$ cat src/rtl/cfs_pkg.sv
`timescale 1ns / 1ps
// ============================================================================
// cfs_pkg - shared definitions for the complex frequency shifter
// Default sizes, register indexes, configuration bundle and the elaboration
// time function that builds the quarter-wave sine table.
// ============================================================================
package cfs_pkg;

   // Default sizes, handed down from the top level parameters
   localparam int SAMPLE_BITS_DEF     = 16;
   localparam int PHASE_BITS_DEF      = 32;
   localparam int TABLE_ADDR_BITS_DEF = 10;

   // Fixed widths of the register file
   localparam int STEP_BITS      = 32;
   localparam int CSR_INDEX_BITS = 4;
   localparam int CSR_DATA_BITS  = 32;

   // Entries in the queue between front and back
   localparam int QUEUE_DEPTH = 4;

   // Register indexes
   localparam logic [CSR_INDEX_BITS-1:0] REG_RUN_ENABLE = CSR_INDEX_BITS'(0);
   localparam logic [CSR_INDEX_BITS-1:0] REG_PHASE_STEP = CSR_INDEX_BITS'(1);

   // Quadrant codes, top two phase bits
   localparam logic [1:0] QUAD_FIRST  = 2'd0;
   localparam logic [1:0] QUAD_SECOND = 2'd1;
   localparam logic [1:0] QUAD_THIRD  = 2'd2;
   localparam logic [1:0] QUAD_FOURTH = 2'd3;

   // pi/2 in Q62
   localparam logic [63:0] HALF_PI_Q62 = 64'h6487ED5110B4611A;

   // Configuration bundle from the register file to the front end
   typedef struct packed {
      logic                 run_enable;
      logic [STEP_BITS-1:0] phase_step;
   } cfg_type;

   // floor(a * b / 2^62), operands below 2^63
   function automatic logic [63:0] mul_q62(input logic [63:0] a, input logic [63:0] b);
      logic [127:0] prod;
      prod = {64'd0, a} * {64'd0, b};
      return prod[125:62];
   endfunction

   // Sine table entry k of a quarter wave with 2^tab_bits steps, scaled to
   // 2^(sample_bits-1); Taylor series in Q62, evaluated at elaboration only
   function automatic logic [63:0] sine_entry(input int k, input int tab_bits,
                                              input int sample_bits);
      logic [63:0] x;
      logic [63:0] x2;
      logic [63:0] term;
      logic [63:0] sum;
      logic [63:0] v;
      logic [63:0] one;
      logic [63:0] mask;
      int          sh;
      sh   = 62 - (sample_bits - 1);
      one  = 64'd1 << (sample_bits - 1);
      mask = (64'd1 << tab_bits) - 64'd1;
      x    = (HALF_PI_Q62 >> tab_bits) * 64'(k) +
             (((HALF_PI_Q62 & mask) * 64'(k)) >> tab_bits);
      x2   = mul_q62(x, x);
      term = x;
      sum  = x;
      // odd terms x^3 .. x^27, alternating sign
      term = mul_q62(term, x2) / 64'd6;   sum = sum - term;
      term = mul_q62(term, x2) / 64'd20;  sum = sum + term;
      term = mul_q62(term, x2) / 64'd42;  sum = sum - term;
      term = mul_q62(term, x2) / 64'd72;  sum = sum + term;
      term = mul_q62(term, x2) / 64'd110; sum = sum - term;
      term = mul_q62(term, x2) / 64'd156; sum = sum + term;
      term = mul_q62(term, x2) / 64'd210; sum = sum - term;
      term = mul_q62(term, x2) / 64'd272; sum = sum + term;
      term = mul_q62(term, x2) / 64'd342; sum = sum - term;
      term = mul_q62(term, x2) / 64'd420; sum = sum + term;
      term = mul_q62(term, x2) / 64'd506; sum = sum - term;
      term = mul_q62(term, x2) / 64'd600; sum = sum + term;
      term = mul_q62(term, x2) / 64'd702; sum = sum - term;
      v = (sum + (64'd1 << (sh - 1))) >> sh;
      if (v > one) begin
         v = one;
      end
      // end points are exact
      if (k == 0) begin
         v = 64'd0;
      end
      if (k == (1 << tab_bits)) begin
         v = one;
      end
      return v;
   endfunction

endpackage

$ cat src/rtl/cfs_front.sv
`timescale 1ns / 1ps
// ============================================================================
// cfs_front - sample intake and phase accumulator
// Accepts samples, applies the phase clear, attaches quadrant, table index
// and the run flag, advances the phase and pushes the work into the queue.
// ============================================================================
module cfs_front
   import cfs_pkg::*;
#(
   parameter int SAMPLE_BITS     = SAMPLE_BITS_DEF,
   parameter int PHASE_BITS      = PHASE_BITS_DEF,
   parameter int TABLE_ADDR_BITS = TABLE_ADDR_BITS_DEF,
   localparam int ENTRY_BITS     = 3 + TABLE_ADDR_BITS + 2 * SAMPLE_BITS
) (
   input  logic                          clock,
   input  logic                          reset,
   input  cfg_type                       cfg,
   input  logic                          req_valid,
   output logic                          req_stall,
   input  logic signed [SAMPLE_BITS-1:0] req_sample_i,
   input  logic signed [SAMPLE_BITS-1:0] req_sample_q,
   input  logic                          req_clear_phase,
   input  logic                          queue_full,
   output logic                          push_valid,
   output logic [ENTRY_BITS-1:0]         push_data
);

   localparam int EXT_BITS = (PHASE_BITS > STEP_BITS) ? PHASE_BITS : STEP_BITS;

   logic                   accept;
   logic [PHASE_BITS-1:0]  phase_ff;
   logic [PHASE_BITS-1:0]  phase_in;
   logic [PHASE_BITS-1:0]  phase_cur;
   logic [PHASE_BITS-1:0]  step_scaled;
   logic signed [EXT_BITS-1:0] step_ext;

   // Step scaled to the accumulator width
   assign step_ext = EXT_BITS'($signed(cfg.phase_step));

   generate
      if (PHASE_BITS >= STEP_BITS) begin : g_step_up
         assign step_scaled = PHASE_BITS'(step_ext <<< (PHASE_BITS - STEP_BITS));
      end else begin : g_step_down
         assign step_scaled = PHASE_BITS'(step_ext >>> (STEP_BITS - PHASE_BITS));
      end
   endgenerate

   // Handshake: stall only while the queue is full
   assign req_stall  = queue_full;
   assign accept     = req_valid & ~queue_full;
   assign push_valid = accept;

   // Clear takes effect before the sample uses the phase
   assign phase_cur = req_clear_phase ? '0 : phase_ff;

   // Queue entry: run, quadrant, table index, I, Q
   assign push_data = {cfg.run_enable,
                       phase_cur[PHASE_BITS-1 -: 2],
                       phase_cur[PHASE_BITS-3 -: TABLE_ADDR_BITS],
                       req_sample_i,
                       req_sample_q};

   // Phase holds while not running
   always_comb begin
      phase_in = phase_ff;
      if (accept) begin
         phase_in = cfg.run_enable ? (phase_cur + step_scaled) : phase_cur;
      end
   end

   always_ff @(posedge clock) begin
      if (reset) begin
         phase_ff <= '0;
      end else begin
         phase_ff <= phase_in;
      end
   end

endmodule

$ cat config.mk
export PLATFORM = sky130hd
export DESIGN_NAME = cfs_front
export DESIGN_NICKNAME = d
export VERILOG_FILES = /design/src/rtl/cfs_pkg.sv /design/src/rtl/cfs_front.sv
export SDC_FILE = /design/constraint.sdc
export NUM_CORES = 1
export LEC_CHECK = 0
export BUFFER_PORTS_ARGS = -buffer_cell sky130_fd_sc_hd__buf_2
export CORE_MARGIN = 4
export CORE_UTILIZATION = 53
export DETAILED_ROUTE_END_ITERATION = 16
export PLACE_DENSITY = 0.82
export SETUP_SLACK_MARGIN = 0.1
export SYNTH_ARGS = -nofsm -noshare
export SYNTH_HDL_FRONTEND = slang
export SYNTH_SLANG_ARGS = --single-unit
$ cat constraint.sdc
create_clock -name clock -period 4.8 [get_ports clock]
set_input_delay 0.24 -clock clock [delete_from_list [all_inputs] [get_ports clock]]
set_output_delay 0.24 -clock clock [all_outputs]
set_load 0.02 [all_outputs]
[Yosys cells after proc, flatten, opt, wreduce, memory -nomap -nowiden]
Cells that the tools add are included.
Operators by class
  add/sub/neg operators: 1
  bitwise gates (word level): 2
  multiplexer cells: 2
Operator list (count)
  32-bit 2-to-1 mux: 2
  32-bit adder: 1
  1-bit bitwise AND: 1
  1-bit NOT: 1
Word-level totals
  bits in registers: 32
  output and inout bits: 47
  input bits: 70

[Logic depth before layout (Yosys ltp)]
  depth in word-level cells: 3
  depth in mapped cells: 14

[Worst setup path after synthesis]
No wires, ideal clock.
  path kind: input-to-reg
  start point: input req_clear_phase
  end point: register phase_ff[31]
  stages on the path: 13
  path slack: 1.937 ns
  arrival time: 2.768 ns
  setup time: 0.095 ns
  cell sequence: buf_6 clkbuf_1 nor2b_1 ha_1 a211o_1 a2111oi_4 nor4_2 o311ai_1 a2111oi_1 or3_1 nand3_1 nand3_1 o311ai_1
Between the ends
  cells in the longest elaborated chain, start to end: 3
RTL lines
  from (decl): line cfs_front.sv:22  | input logic req_clear_phase,
  32-bit 2-to-1 mux *: line cfs_front.sv:54  | assign phase_cur = req_clear_phase ? '0 : phase_ff;
  32-bit adder: line cfs_front.sv:67  | phase_in = cfg.run_enable ? (phase_cur + step_scaled) : phase_cur;
  32-bit 2-to-1 mux *: line cfs_front.sv:67
  to (signal assigned): line cfs_front.sv:75  | phase_ff <= phase_in;
  to (decl): line cfs_front.sv:31  | logic [PHASE_BITS-1:0] phase_ff;
Mark *: on every way between the ends. The rest lies on a longest branch, timed or not.
A chain may end at the register's enable or synchronous reset.

[Worst setup path after layout]
  start point: input req_clear_phase
  end point: register phase_ff[22]
Same word-level chain as after synthesis.

==> results_dict.tcl <==
set metrics [dict create \
    rsz0062_at_grt "no" \
    drv_slew 0 \
    postCtsHoldBufs 0 \
    final_nets 494 \
    synth_top_area_share_pct 19.9 \
    yosys_warnings 0 \
    async_reset_ff_share_pct 0 \
    crit_path_end_kind "flip-flop" \
    fin_worst_skew_ns 0.00894 \
    grt-ovfl-total 0 \
    syn2layout_area_growth_pct 2.06 \
    io_buffer_count 52 \
    synth_top_flop_cell "dfxtp_1" \
    critPathSlowestCell "buf_2" \
    drt_wl_total_microns 7500 \
    synthCells 384 \
    fin_cells 468 \
    die_w_microns 85.9 \
    multi_input_comb_area_sq_um 2150 \
    grtUsageTotal_pct 20.6 \
    synthTopCellsByArea "dfxtp_1, ha_1, buf_4" \
    cts-root-buf "clkbuf_8" \
    yosysMostFrequentCell "buf_4" \
    drive_gt1_share_pct 18.3 \
    path_clk_slew_ns 0.07 \
    clock_path_buffers 2 \
    p_leak_nw 1.60 \
    fin_total_pwr_mw 0.701 \
    status "finished clean" \
    setup_viol 0 \
    initial_core_util_pct 54.4 \
    powerDensity_nw_per_um2 213 \
    crit_required_ns 4.98 \
    core-area_sq_um 5920 \
    grt_pass1_wl_microns 12500 \
    tightest_slew_ns 1.01 \
    fin_setup_tns_ns 0 \
    grt_max_degree 36 \
    seq_area_sq_um 641 \
    synth_common_cells "buf_4, nor2b_1, dfxtp_1" \
    max_cap_violations 0 \
    cts_max_level 2 \
    hpwl_microns 5570 \
    ys_ff_latch 32 \
    postCtsResizedCells 0 \
    cts_made_buffers 5 \
    synth_enable_flop_cells 0 \
    syn_avg_cell_area_sq_um 8.38 \
    cts_setup_buffers 0 \
    timing.fmax_mhz 321 \
    n_antenna_cell 0 \
    hold_path.class "in2reg" \
    worst_slack_ns 1.68 \
    synth_cell_types 59 \
    crit_chain "buf_2, nor2b_1, ha_1, fa_1, a21oi_1, o21bai_1, a21oi_1, o21a_1, o31a_1, o21a_1, o21ai_0, xor2_1, a22o_1" \
    vdd_drop_max_mv 0.117 \
    critPathMaxFanout 35 \
    crit_arrival_ns 3.30 \
    final.min_clock_period_ns 3.12 \
    fillers 541 \
    drt-initial-drc-count 183 \
    crit_type "in2reg" \
    cp-start-kind "input port" \
    tritoncts "yes" \
    top_register "phase_ff" \
    drt-wirelength-per-cell_microns 16.0 \
    cpPeakStageDelay_ns 0.53 \
    grt_pass1_vias 2668 \
    fin_crit_sh_pct 65.0 \
    die_y_microns 85.9 \
    clock_sink_count 32 \
    syn-cell-area_sq_um 3220 \
    drc_errors 0 \
    place_inst 460 \
    avgViaCountPerCell 5.97 \
    place_ws_ns 1.43 \
    largest_register_ffs 32 \
    largestRegisters "phase_ff: 32 flops" \
    seq_area_frac_synth_pct 19.9 \
    synth_largest_area_cell "dfxtp_1" \
    max-slew-margin-rel_pct 32.5 \
    ant_nets 0 \
    place_congestion 0.905 \
    finalHoldViolCount 0 \
    dr.pass1.iters 4 \
    routed-via-count 2793 \
    die_area_sq_um 7380 \
    insertion_delay_ns 0.29 \
    rows 28 \
    antenna_found_initial 0 \
    syn_nets 486 \
    ios 117 \
]
[kinds of logic (layout without fill, tap and decap cells)]
logic type / count (synthesis) / in the layout / share of synthesized area (%)
AOI/OAI and AO/OA: 126 / 126 / 28.4
xor gates and xnor gates: 28 / 28 / 7.62
and+or+nand+nor: 106 / 106 / 17.8
muxes: 1 / 1 / 0.311
buffers and inverters: 59 / 68 / 13.3
DFF: 32 / 32 / 19.9
adders and majority gates: 32 / 32 / 12.7
[cell type report]
type,count,area share [%]
clock buffer,6,2.21
clock inverter,2,1.07
inverter,7,0.800
multi-input combinational,293,65.4
sequential,32,19.5
tap,75,2.86
timing repair buffer,53,8.15
[worst max-delay path: cells and delay by family]
family / cells / cell delay, ns
AO/OA/AOI/OAI: 8 / 1.56
buffers and inverters: 1 / 0.53
AND/OR/NAND/NOR: 1 / 0.12
XOR/XNOR: 1 / 0.17
adder cells (fa/ha/maj): 2 / 0.67
[layer usage]
metal / global-route usage, % / vias up / part of all wire (%)
met2: 35.8 / 94 / 48
met3: 4.71 / 16 / 6.9
li1: - / 1374 / -
met1: 25.0 / 1309 / 43
met5: 0 / - / 0
met4: 6.91 / 0 / 1.7
[worst paths after layout]
| kind | start | endpoint | slack [ns] | depth (start not counted) |
|---|---|---|---|---|
| worst max-delay path | req_clear_phase | phase_ff[22] | 1.68 | 13 |
| worst min-delay path | cfg[32] | phase_ff[26] | 0.31 | 3 |
| worst max register to register | phase_ff[0] | phase_ff[22] | 1.85 | 12 |
| worst min register to register | phase_ff[25] | phase_ff[25] | 0.48 | 1 |
[per-stage QoR]
step                utilization (%)  hold WS [ns]  area, sq um
global route                   55.5         0.327         3290
detailed placement             53.7         0.458         3180
CTS                            55.5         0.304         3290
finish                         55.5         0.312         3290
global placement               53.7         0.452         3180
floorplan                         -         0.431         3220
[power by group]
group / total, mW / internal (mW) / switching (mW)
logic: 0.162 / 0.0683 / 0.0933
clock network: 0.259 / 0.154 / 0.105
registers: 0.280 / 0.275 / 0.00465
total: 0.701 / 0.498 / 0.203
[layout by cell type (no fill, tap or decap), drive strengths merged, types with 13 or more instances in the layout]
master  instances
xnor2          19
ha             31
a21o           21
nor2b          33
dfxtp          32
a21oi          23
nand2          13
nor2           27
a22oi          16
buf            53
o21ai          17
Note: power is estimated with default switching activity, not from simulation.
