<file path="config.mk">
export PLATFORM = sky130hd
export DESIGN_NAME = cfs_queue
export DESIGN_NICKNAME = d
export VERILOG_FILES = /design/src/rtl/cfs_pkg.sv /design/src/rtl/cfs_queue.sv
export SDC_FILE = /design/constraint.sdc
export NUM_CORES = 1
export LEC_CHECK = 0
export BUFFER_PORTS_ARGS = -buffer_cell sky130_fd_sc_hd__buf_2
export CAP_MARGIN = 20
export CORE_ASPECT_RATIO = 1.4
export CORE_UTILIZATION = 46
export DETAILED_ROUTE_END_ITERATION = 16
export PLACE_DENSITY_LB_ADDON = 0.12
export SETUP_SLACK_MARGIN = 0.2
export SYNTH_ARGS = -nofsm -noshare
export SYNTH_HDL_FRONTEND = slang
export SYNTH_SLANG_ARGS = --single-unit
</file>
<file path="constraint.sdc">
create_clock -name clock -period 1.9 [get_ports clock]
set_input_delay 0.38 -clock clock [delete_from_list [all_inputs] [get_ports clock]]
set_output_delay 0.38 -clock clock [all_outputs]
set_load 0.005 [all_outputs]
</file>
<file path="src/rtl/cfs_pkg.sv">
`timescale 1ns / 1ps
// ============================================================================
// cfs_pkg - shared definitions for the complex frequency shifter
// Default sizes, register indexes, configuration bundle and the elaboration
// time function that builds the quarter-wave sine table.
// ============================================================================
package cfs_pkg;

   // Default sizes, handed down from the top level parameters
   localparam int SAMPLE_BITS_DEF     = 16;
   localparam int PHASE_BITS_DEF      = 32;
   localparam int TABLE_ADDR_BITS_DEF = 10;

   // Fixed widths of the register file
   localparam int STEP_BITS      = 32;
   localparam int CSR_INDEX_BITS = 4;
   localparam int CSR_DATA_BITS  = 32;

   // Entries in the queue between front and back
   localparam int QUEUE_DEPTH = 4;

   // Register indexes
   localparam logic [CSR_INDEX_BITS-1:0] REG_RUN_ENABLE = CSR_INDEX_BITS'(0);
   localparam logic [CSR_INDEX_BITS-1:0] REG_PHASE_STEP = CSR_INDEX_BITS'(1);

   // Quadrant codes, top two phase bits
   localparam logic [1:0] QUAD_FIRST  = 2'd0;
   localparam logic [1:0] QUAD_SECOND = 2'd1;
   localparam logic [1:0] QUAD_THIRD  = 2'd2;
   localparam logic [1:0] QUAD_FOURTH = 2'd3;

   // pi/2 in Q62
   localparam logic [63:0] HALF_PI_Q62 = 64'h6487ED5110B4611A;

   // Configuration bundle from the register file to the front end
   typedef struct packed {
      logic                 run_enable;
      logic [STEP_BITS-1:0] phase_step;
   } cfg_type;

   // floor(a * b / 2^62), operands below 2^63
   function automatic logic [63:0] mul_q62(input logic [63:0] a, input logic [63:0] b);
      logic [127:0] prod;
      prod = {64'd0, a} * {64'd0, b};
      return prod[125:62];
   endfunction

   // Sine table entry k of a quarter wave with 2^tab_bits steps, scaled to
   // 2^(sample_bits-1); Taylor series in Q62, evaluated at elaboration only
   function automatic logic [63:0] sine_entry(input int k, input int tab_bits,
                                              input int sample_bits);
      logic [63:0] x;
      logic [63:0] x2;
      logic [63:0] term;
      logic [63:0] sum;
      logic [63:0] v;
      logic [63:0] one;
      logic [63:0] mask;
      int          sh;
      sh   = 62 - (sample_bits - 1);
      one  = 64'd1 << (sample_bits - 1);
      mask = (64'd1 << tab_bits) - 64'd1;
      x    = (HALF_PI_Q62 >> tab_bits) * 64'(k) +
             (((HALF_PI_Q62 & mask) * 64'(k)) >> tab_bits);
      x2   = mul_q62(x, x);
      term = x;
      sum  = x;
      // odd terms x^3 .. x^27, alternating sign
      term = mul_q62(term, x2) / 64'd6;   sum = sum - term;
      term = mul_q62(term, x2) / 64'd20;  sum = sum + term;
      term = mul_q62(term, x2) / 64'd42;  sum = sum - term;
      term = mul_q62(term, x2) / 64'd72;  sum = sum + term;
      term = mul_q62(term, x2) / 64'd110; sum = sum - term;
      term = mul_q62(term, x2) / 64'd156; sum = sum + term;
      term = mul_q62(term, x2) / 64'd210; sum = sum - term;
      term = mul_q62(term, x2) / 64'd272; sum = sum + term;
      term = mul_q62(term, x2) / 64'd342; sum = sum - term;
      term = mul_q62(term, x2) / 64'd420; sum = sum + term;
      term = mul_q62(term, x2) / 64'd506; sum = sum - term;
      term = mul_q62(term, x2) / 64'd600; sum = sum + term;
      term = mul_q62(term, x2) / 64'd702; sum = sum - term;
      v = (sum + (64'd1 << (sh - 1))) >> sh;
      if (v > one) begin
         v = one;
      end
      // end points are exact
      if (k == 0) begin
         v = 64'd0;
      end
      if (k == (1 << tab_bits)) begin
         v = one;
      end
      return v;
   endfunction

endpackage

</file>
<file path="src/rtl/cfs_queue.sv">
`timescale 1ns / 1ps
// ============================================================================
// cfs_queue - short queue between front and back
// Small register FIFO so that intake and datapath stall independently.
// ============================================================================
module cfs_queue
   import cfs_pkg::*;
#(
   parameter int WIDTH  = 8,
   parameter int DEPTH  = QUEUE_DEPTH,
   localparam int PTR_BITS = $clog2(DEPTH),
   localparam int CNT_BITS = $clog2(DEPTH + 1)
) (
   input  logic             clock,
   input  logic             reset,
   input  logic             push,
   input  logic [WIDTH-1:0] push_data,
   input  logic             pop,
   output logic [WIDTH-1:0] head,
   output logic             full,
   output logic             empty
);

   logic [WIDTH-1:0]    mem_ff [DEPTH];
   logic [PTR_BITS-1:0] wr_ptr_ff;
   logic [PTR_BITS-1:0] wr_ptr_in;
   logic [PTR_BITS-1:0] rd_ptr_ff;
   logic [PTR_BITS-1:0] rd_ptr_in;
   logic [CNT_BITS-1:0] count_ff;
   logic [CNT_BITS-1:0] count_in;

   assign full  = (count_ff == CNT_BITS'(DEPTH));
   assign empty = (count_ff == '0);
   assign head  = mem_ff[rd_ptr_ff];

   // Pointers wrap naturally, depth is a power of two
   always_comb begin
      wr_ptr_in = push ? (wr_ptr_ff + PTR_BITS'(1)) : wr_ptr_ff;
      rd_ptr_in = pop  ? (rd_ptr_ff + PTR_BITS'(1)) : rd_ptr_ff;
      count_in  = count_ff;
      if (push && !pop) begin
         count_in = count_ff + CNT_BITS'(1);
      end else if (pop && !push) begin
         count_in = count_ff - CNT_BITS'(1);
      end
   end

   always_ff @(posedge clock) begin
      if (reset) begin
         wr_ptr_ff <= '0;
         rd_ptr_ff <= '0;
         count_ff  <= '0;
      end else begin
         wr_ptr_ff <= wr_ptr_in;
         rd_ptr_ff <= rd_ptr_in;
         count_ff  <= count_in;
      end
   end

   // Storage, no reset
   always_ff @(posedge clock) begin
      if (push) begin
         mem_ff[wr_ptr_ff] <= push_data;
      end
   end

endmodule

</file>
Word level (Yosys, flattened, before mapping)

Memories as Yosys holds them, arrays and structs flattened. A register that Yosys moved wholly into a read port is not among the register bits.
Index checks and enable logic that the tools add are counted.
W data, S select, Z words.

Bits in registers: 7
Bits in writable memories: 32
Input bits: 12
Output and inout bits: 10
Logic and storage cells: 21
Memories: 1

Memory list:

| memory | depth | bits a word | read ports | clocked after Yosys merged registers in | wr ports | RTL line        | RTL |
|---|---|---|---|---|---|---|---|
| mem_ff | 4     | 8           | 1          | 1                                       | 1        | cfs_queue.sv:24 | `logic [WIDTH-1:0] mem_ff [DEPTH];` |

$add $sub $neg: 4
Equality and inequality tests: 1
Mux-type cells: 6
Reductions and logical operators: 6

Operator list:

| operator              | number |
|---|---|
| $mux W3               | 2 |
| $add A2 B1 Y2 const B | 2 |
| $mux W2               | 2 |
| $add A3 B1 Y3 const B | 1 |
| $eq A3 B3 Y1 const B  | 1 |
| $logic_not A3 Y1      | 1 |
| $sub A3 B1 Y3 const B | 1 |
| $logic_and A1 B1 Y1   | 2 |
| $logic_not A1 Y1      | 2 |
| $mux W1               | 2 |
| $reduce_bool A2 Y1    | 1 |

Longest topological paths before layout

Gate-level depths: netlist of run 1.

Depth after elaboration: 4
Mapped depth: 7
Gate-level depth less buffers: 7

Worst setup path before layout of run 1

Ideal clock, no wire load.

Path type: input-to-reg
From: input port pop
To: register count_ff[2]
Arrival time: 1570 ps
Data required time: 1830 ps
Path slack: 260 ps
Stages: 7
Path buffers: 0
Cell sequence: inv_1 -> ha_1 -> inv_1 -> fa_1 -> xor2_1 -> or3_1 -> a21oi_1

Word-level cells in the longest chain between the ends: 3
Elaborated cells on any way between the ends: 5

RTL lines:

| item                                          | RTL line        | RTL |
|---|---|---|
| from (decl)                                   | cfs_queue.sv:18 | `input logic pop,` |
| $logic_not A1 Y1                              | cfs_queue.sv:41 | `if (push && !pop) begin` |
| $logic_and A1 B1 Y1                           | cfs_queue.sv:41 |  |
| $mux W3 or $reduce_bool A2 Y1 (tied branches) | --              |  |
| to (signal assigned)                          | cfs_queue.sv:56 | `count_ff <= count_in;` |
| to (decl)                                     | cfs_queue.sv:29 | `logic [CNT_BITS-1:0] count_ff;` |

Several ways; a longest one is shown, not always the timed one.
A chain may end at the register's enable or synchronous reset.

==> results of run 1 <==
## synthesized netlist by cell type
cell,count
a21oi_1,1
and2_1,4
buf_6,1
clkbuf_1,1
clkbuf_2,1
dfxtp_1,9
edfxtp_1,32
fa_1,1
ha_1,5
inv_1,4
mux2i_1,2
mux4_2,8
nand2_1,1
nor2_1,7
nor3_1,1
nor3b_1,1
o21ai_0,1
or3_1,1
xnor2_1,2
xor2_1,3
## flip-flops by register name (all words and copies together) (netlist names), named ones only
register / cells
count_ff: 3
mem_ff: 32
rd_ptr_ff: 2
wr_ptr_ff: 2
## per-layer routing
metal | vias to the layer above | GRT usage (%)
met2 | 22 | 25.11
met5 | - | 0
met4 | 0 | 7.207
li1 | 370 | -
met3 | 3 | 5.945
met1 | 380 | 15.19
## final cells by class
class	count	area (sq um)	share of cell area, %
Multi-Input combinational cell	38	410.4	22.12
Timing Repair Buffer	22	125.1	6.743
Clock inverter	3	45.04	2.428
Sequential cell	41	1142	61.56
Inverter	4	15.01	0.8092
Tap cell	39	48.80	2.630
Clock buffer	5	68.82	3.709
## metrics by stage
step | hold WS (ns) | total power (W) | setup WS (ns) | util [%]
after CTS | 0.2818 | 0.001984 | 0.06440 | 57.59
after global routing | 0.2860 | 0.002035 | 0.06323 | 57.75
after detailed placement | 0.5189 | 0.001291 | 0.005643 | 53.78
after floorplan | 0.4663 | 0.001207 | 0.2598 | -
final | 0.2947 | 0.001957 | 0.1064 | 57.75
after global placement | 0.4853 | 0.001279 | 0.09358 | 53.78
## worst reg2reg max path, cell delays in order, from the launching register on
cell	delay, ns
dfxtp_1	0.36
fa_1	0.45
xor2_1	0.17
or3_1	0.31
a21oi_1	0.15
## cell families after synthesis
group	count (synthesis)	share of synthesized area, %
AO/OA/AOI/OAI	2	0.6303
XOR/XNOR	5	2.761
adder cells (fa/ha/maj)	6	5.205
buffers and inverters	7	2.207
flip-flops	41	71.92
multiplexers	10	12.62
AND/OR/NAND/NOR	15	4.653
## cells in the final DEF, fill, tap and decap left out
master | synthesis | layout
mux2i_1 | 2 | 2
inv_1 | 4 | 4
xor2_1 | 3 | 3
fa_1 | 1 | 1
edfxtp_1 | 32 | 32
nor3_1 | 1 | 1
and2_1 | 4 | 4
a21oi_1 | 1 | 1
dfxtp_2 | 0 | 1
buf_12 | 0 | 1
xnor2_1 | 2 | 2
nor2_1 | 7 | 7
mux4_2 | 8 | 8
nand2_1 | 1 | 1
clkinv_4 | 0 | 1
dfxtp_1 | 9 | 8
clkbuf_8 | 0 | 5
buf_2 | 0 | 21
or3_1 | 1 | 1
bufinv_16 | 0 | 1
ha_1 | 5 | 5
nor3b_1 | 1 | 1
o21ai_0 | 1 | 1
inv_4 | 0 | 1
## power groups by stage
stage,clock [W],combinational (W),sequential [W]
CTS,0.000708,0.000216,0.00106
floorplan,0,0.000142,0.00106
global placement,0,0.000205,0.00107
detailed placement,0,0.000212,0.00108
finish,0.000686,0.000213,0.00106
global route,0.000732,0.000238,0.00106
## path summary, 6_finish.rpt
kind                                   from                       end  slack [ns]  cells past startpoint
hold reg to reg   rd_ptr_ff[1]$_SDFFE_PP0P_                      flop        0.53                      2
hold / removal                 push_data[7]    mem_ff[0][7]$_DFFE_PP_        0.29                      1
setup reg to reg   count_ff[0]$_SDFFE_PP0P_  count_ff[2]$_SDFFE_PP0P_        0.38                      4
setup / recovery                       flop                   head[5]        0.11                      3
## what timing repair did
action | 4_1_cts | 5_1_grt
gates resized for setup | 3 | 1
cloned | 0 | 0
setup endpoints to repair | 8 | 8
buffers inserted | 0 | 0
pin swaps | 0 | 0
==> results.py, run 1 <==
metrics = {
    "run_status": {
        "status": "finished, final reports clean",
    },
    "synth": {
        "synth_top_cells_by_area": "edfxtp_1, dfxtp_1, mux4_2",
        "synth_top_area_cell": "edfxtp_1",
        "synth_top_area_share_pct": 60.57,
        "yosys_register_bits": 41,
        "ys_warn_count": 0,
        "syn_nets": 104,
        "seq_area_frac_synth_pct": 71.92,
        "syn_avg_cell_area_sq_um": 18.45,
        "synthesis.area_sq_um": 1587,
        "netlist-cell-type-count": 20,
        "syn_inst": 86,
    },
    "clock_tree": {
        "h-tree-depth": 2,
        "path_clk_slew_ns": 0.08,
        "clock_sinks": 41,
        "hold_buffers": 0,
        "clock_path_buffers": 2,
        "clock_latency_ns": 0.29,
        "cts_root_buffer": "clkbuf_8",
        "cts_made_buffers": 5,
        "cts_tree": "done",
    },
    "route": {
        "drc": 0,
        "top_layer_used": "met4",
        "routed-via-count": 775,
        "drt-pass1-iter-count": 5,
        "detail-route-antenna-nets": 0,
        "met3WireLength_um": 157,
        "routedWlPerCell_um": 14.84,
        "avgViaCountPerCell": 5.099,
        "drt_iter0_drc": 13,
        "met1Wirelength_um": 848,
        "met2WireLength_um": 1206,
        "routed_wl_um": 2256,
    },
    "worst_setup_path": {
        "critPathKind": "flop to output port",
        "worst_setup_path_start_kind": "flop",
        "max_stage_delay_ns": 0.50,
        "cp_max_fo": 8,
        "crit_chain": "buf_12 > mux4_2 > buf_2",
        "cp_num_buf_inv": 2,
        "cpMaxStageDelayCell": "mux4_2",
        "required_ns": 1.52,
        "cpLargestDelayFamily": "multiplexers",
        "setup.worst_path.end_class": "output port",
        "arrival_ns": 1.41,
    },
    "cells_and_area": {
        "fin_nets": 130,
        "final.fill_count": 259,
        "diodes": 0,
        "stdcell_count": 152,
        "finish.instance_area_sq_um": 1856,
        "drive_gt1_share_pct": 34.51,
        "area_growth_pct": 16.96,
    },
    "power": {
        "p_seq_share_pct": 54.1,
        "power_density_nw_per_um2": 1055,
        "p_leak_nw": 0.6861,
        "p_clk_share_pct": 35.0,
        "p_int_w": 0.001534,
        "peakVddDrop_v": 0.0008748,
        "p_sw_w": 0.0004227,
        "comb_power_share_pct": 10.9,
        "netSwitchingFraction_pct": 21.60,
    },
    "place": {
        "dp_cells": 144,
        "port_buffers": 21,
        "hpwl_um": 1644,
        "placed_cell_area_sq_um": 1728,
        "place.gp.congestion": 0.6299,
    },
    "sta": {
        "finClkSkew_ns": 0.003603,
        "rsz0062_at_grt": "yes",
        "tightest_slew_ns": 0.4423,
        "max_slew_margin_pct": 70.51,
        "fin_tns_setup_ns": 0,
        "period_minus_slack_ns": 1.794,
        "slew_viol_final": 0,
        "finalSetupViolCount": 0,
        "hold_viol": 0,
        "fmax_ghz": 0.5575,
        "min_period_over_period_pct": 94.40,
    },
    "global_routing": {
        "grt_max_degree": 15,
        "grt_overflow_total": 0,
        "antenna_found_initial": 0,
        "grt_usage_pct": 14.68,
        "grt_pass1_wl_um": 3698,
        "grt_pass1_vias": 809,
    },
    "die": {
        "die-area_sq_um": 3691,
        "rows": 24,
        "coreArea_sq_um": 3213,
        "die_h_um": 71.49,
        "start_util_pct": 49.38,
        "ioPinCount": 22,
        "fp.dieW_um": 51.64,
    },
    "flow_run": {
        "maxCapViolations": 0,
    },
    "hold_path": {
        "min_path_type": "primary input to flop",
    },
}
(Power assumes the default switching activity.)
==> inputs of run 2 (changes only) <==
PLACE_DENSITY = 0.66   (was default)
PLACE_DENSITY_LB_ADDON = default   (was 0.12)
REMOVE_ABC_BUFFERS = 1   (was default)
SETUP_SLACK_MARGIN = 0.3   (was 0.2)
==> results.py, run 2 (synthesis results as in run 1) <==
metrics = {
    "global_routing": {
        "grt_pass1_vias": 788,
        "grt_overflow_total": 0,
        "grt_pass1_wl_um": 3574,
        "grt_usage_pct": 14.62,
        "grt_max_degree": 13,
        "antenna_found_initial": 0,
    },
    "route": {
        "drc": 0,
        "detail-route-antenna-nets": 0,
        "routedWlPerCell_um": 14.57,
        "routed_wl_um": 2214,
        "avgViaCountPerCell": 5.066,
        "drt-pass1-iter-count": 4,
        "met2WireLength_um": 1223,
        "met3WireLength_um": 96,
        "top_layer_used": "met4",
        "routed-via-count": 770,
        "met1Wirelength_um": 846,
        "drt_iter0_drc": 16,
    },
    "hold_path": {
        "hold_depth": 1,
        "min_path_type": "primary input to flop",
    },
    "worst_setup_path": {
        "required_ns": 1.52,
        "crit_chain": "buf_12 > mux4_2 > buf_2",
        "max_stage_delay_ns": 0.50,
        "critPathKind": "flop to output port",
        "reg2reg_depth": 4,
        "cp_max_fo": 8,
        "cpMaxStageDelayCell": "mux4_2",
        "setup.worst_path.end_class": "output port",
        "worst_setup_path_start_kind": "flop",
        "arrival_ns": 1.41,
    },
    "power": {
        "p_leak_nw": 0.6711,
        "total_power_w": 0.001824,
        "peakVddDrop_v": 0.0005582,
        "power_density_nw_per_um2": 991.8,
    },
    "clock_tree": {
        "clock_path_buffers": 2,
        "cts_tree": "done",
        "clock_sinks": 41,
        "h-tree-depth": 2,
        "post-cts-setup-buffer-count": 0,
        "cts_made_buffers": 5,
        "cts_root_buffer": "clkbuf_8",
        "clock_latency_ns": 0.28,
        "path_clk_slew_ns": 0.07,
    },
    "flow_run": {
        "maxCapViolations": 0,
    },
    "die": {
        "ioPinCount": 22,
        "fp.dieW_um": 51.64,
        "start_util_pct": 49.38,
        "coreArea_sq_um": 3213,
        "die-area_sq_um": 3691,
        "die_h_um": 71.49,
        "rows": 24,
    },
    "sta": {
        "finalSetupViolCount": 0,
        "finClkSkew_ns": 0.007325,
        "fmax_ghz": 0.5593,
        "period_minus_slack_ns": 1.788,
        "hold_viol": 0,
        "max_slew_margin_pct": 70.77,
        "slew_viol_final": 0,
        "rsz0062_at_grt": "yes",
        "min_period_over_period_pct": 94.11,
        "tightest_slew_ns": 0.4384,
        "fin_tns_setup_ns": 0,
        "holdWs_ns": 0.3081,
    },
    "place": {
        "place.gp.congestion": 0.6990,
        "hpwl_um": 1554,
        "placed_cell_area_sq_um": 1728,
        "port_buffers": 21,
    },
    "cells_and_area": {
        "area_growth_pct": 15.93,
        "fin_nets": 130,
        "most-common-layout-cells": "edfxtp_1, buf_2, mux4_2, dfxtp_1, nor2_1",
        "top_regs": "mem_ff x32, count_ff x3",
        "layout_commonest_cell": "edfxtp_1",
        "largest_register_ffs": 32,
        "drive_gt1_share_pct": 34.51,
        "diodes": 0,
        "finish.instance_area_sq_um": 1839,
        "fin_util_pct": 57.24,
        "top_register": "mem_ff",
    },
    "run_status": {
        "status": "finished, final reports clean",
    },
}
## run 2: cell count changes in the layout (fill, tap and decap cells not counted), sizes merged
cell    delta
inv        -1
bufinv     -1
buf        -1
clkinv     -1
clkbuf     +4
## run 2: path summary, 6_finish.rpt
| check | from | endpoint | slack (ns) |
|---|---|---|---|
| min | push_data[4] | mem_ff[0][4]$_DFFE_PP_ | 0.31 |
| max | flop | head[1] | 0.11 |
| max reg2reg | count_ff[0]$_SDFFE_PP0P_ | count_ff[2]$_SDFFE_PP0P_ | 0.47 |
| min reg2reg | count_ff[2]$_SDFFE_PP0P_ | count_ff[2]$_SDFFE_PP0P_ | 0.51 |
## run 2: metal layers
| metal | track usage (%) | vias to the layer above |
|---|---|---|
| met5 | 0 | - |
| met4 | 9.009 | 0 |
| met3 | 5.096 | 4 |
| met2 | 24.68 | 21 |
| met1 | 15.13 | 375 |
| li1 | - | 370 |
## run 2: where the power goes
group	internal (W)	switching [W]	leakage, nW
logic	0.000119	0.0000961	0.257
registers	0.00102	0.0000344	0.369
clock network	0.000296	0.000254	0.0455
## run 2: worst max-delay path: cells and delay by family (launching register included)
family | cells | cell delay (ns)
multiplexers | 1 | 0.50
flip-flops | 1 | 0.35
buffers and inverters | 2 | 0.28
## run 2: cell type report
type	instances	area, sq um
fill	255	1374
sequential	41	1142
tap	39	48.80
timing repair buffer	22	127.6
multi-input combinational	38	415.4
inverter	4	15.01
clock buffer	8	90.09
## run 2: timing repair
item,CTS,global route
hold buffers,0,0
cloned,0,0
setup endpoints to repair,8,9
pin swaps,0,1
gates resized for setup,4,3
## run 2: metrics by stage
| stage | cells | worst slack [ns] |
|---|---|---|
| 6_report | 152 | 0.1120 |
| 5_1_grt | 152 | 0.06609 |
| 4_1_cts | 152 | 0.09978 |
| 3_5_place_dp | 144 | 0.02150 |
| 3_3_place_gp | 144 | 0.1044 |
| 2_1_floorplan | 83 | 0.2601 |
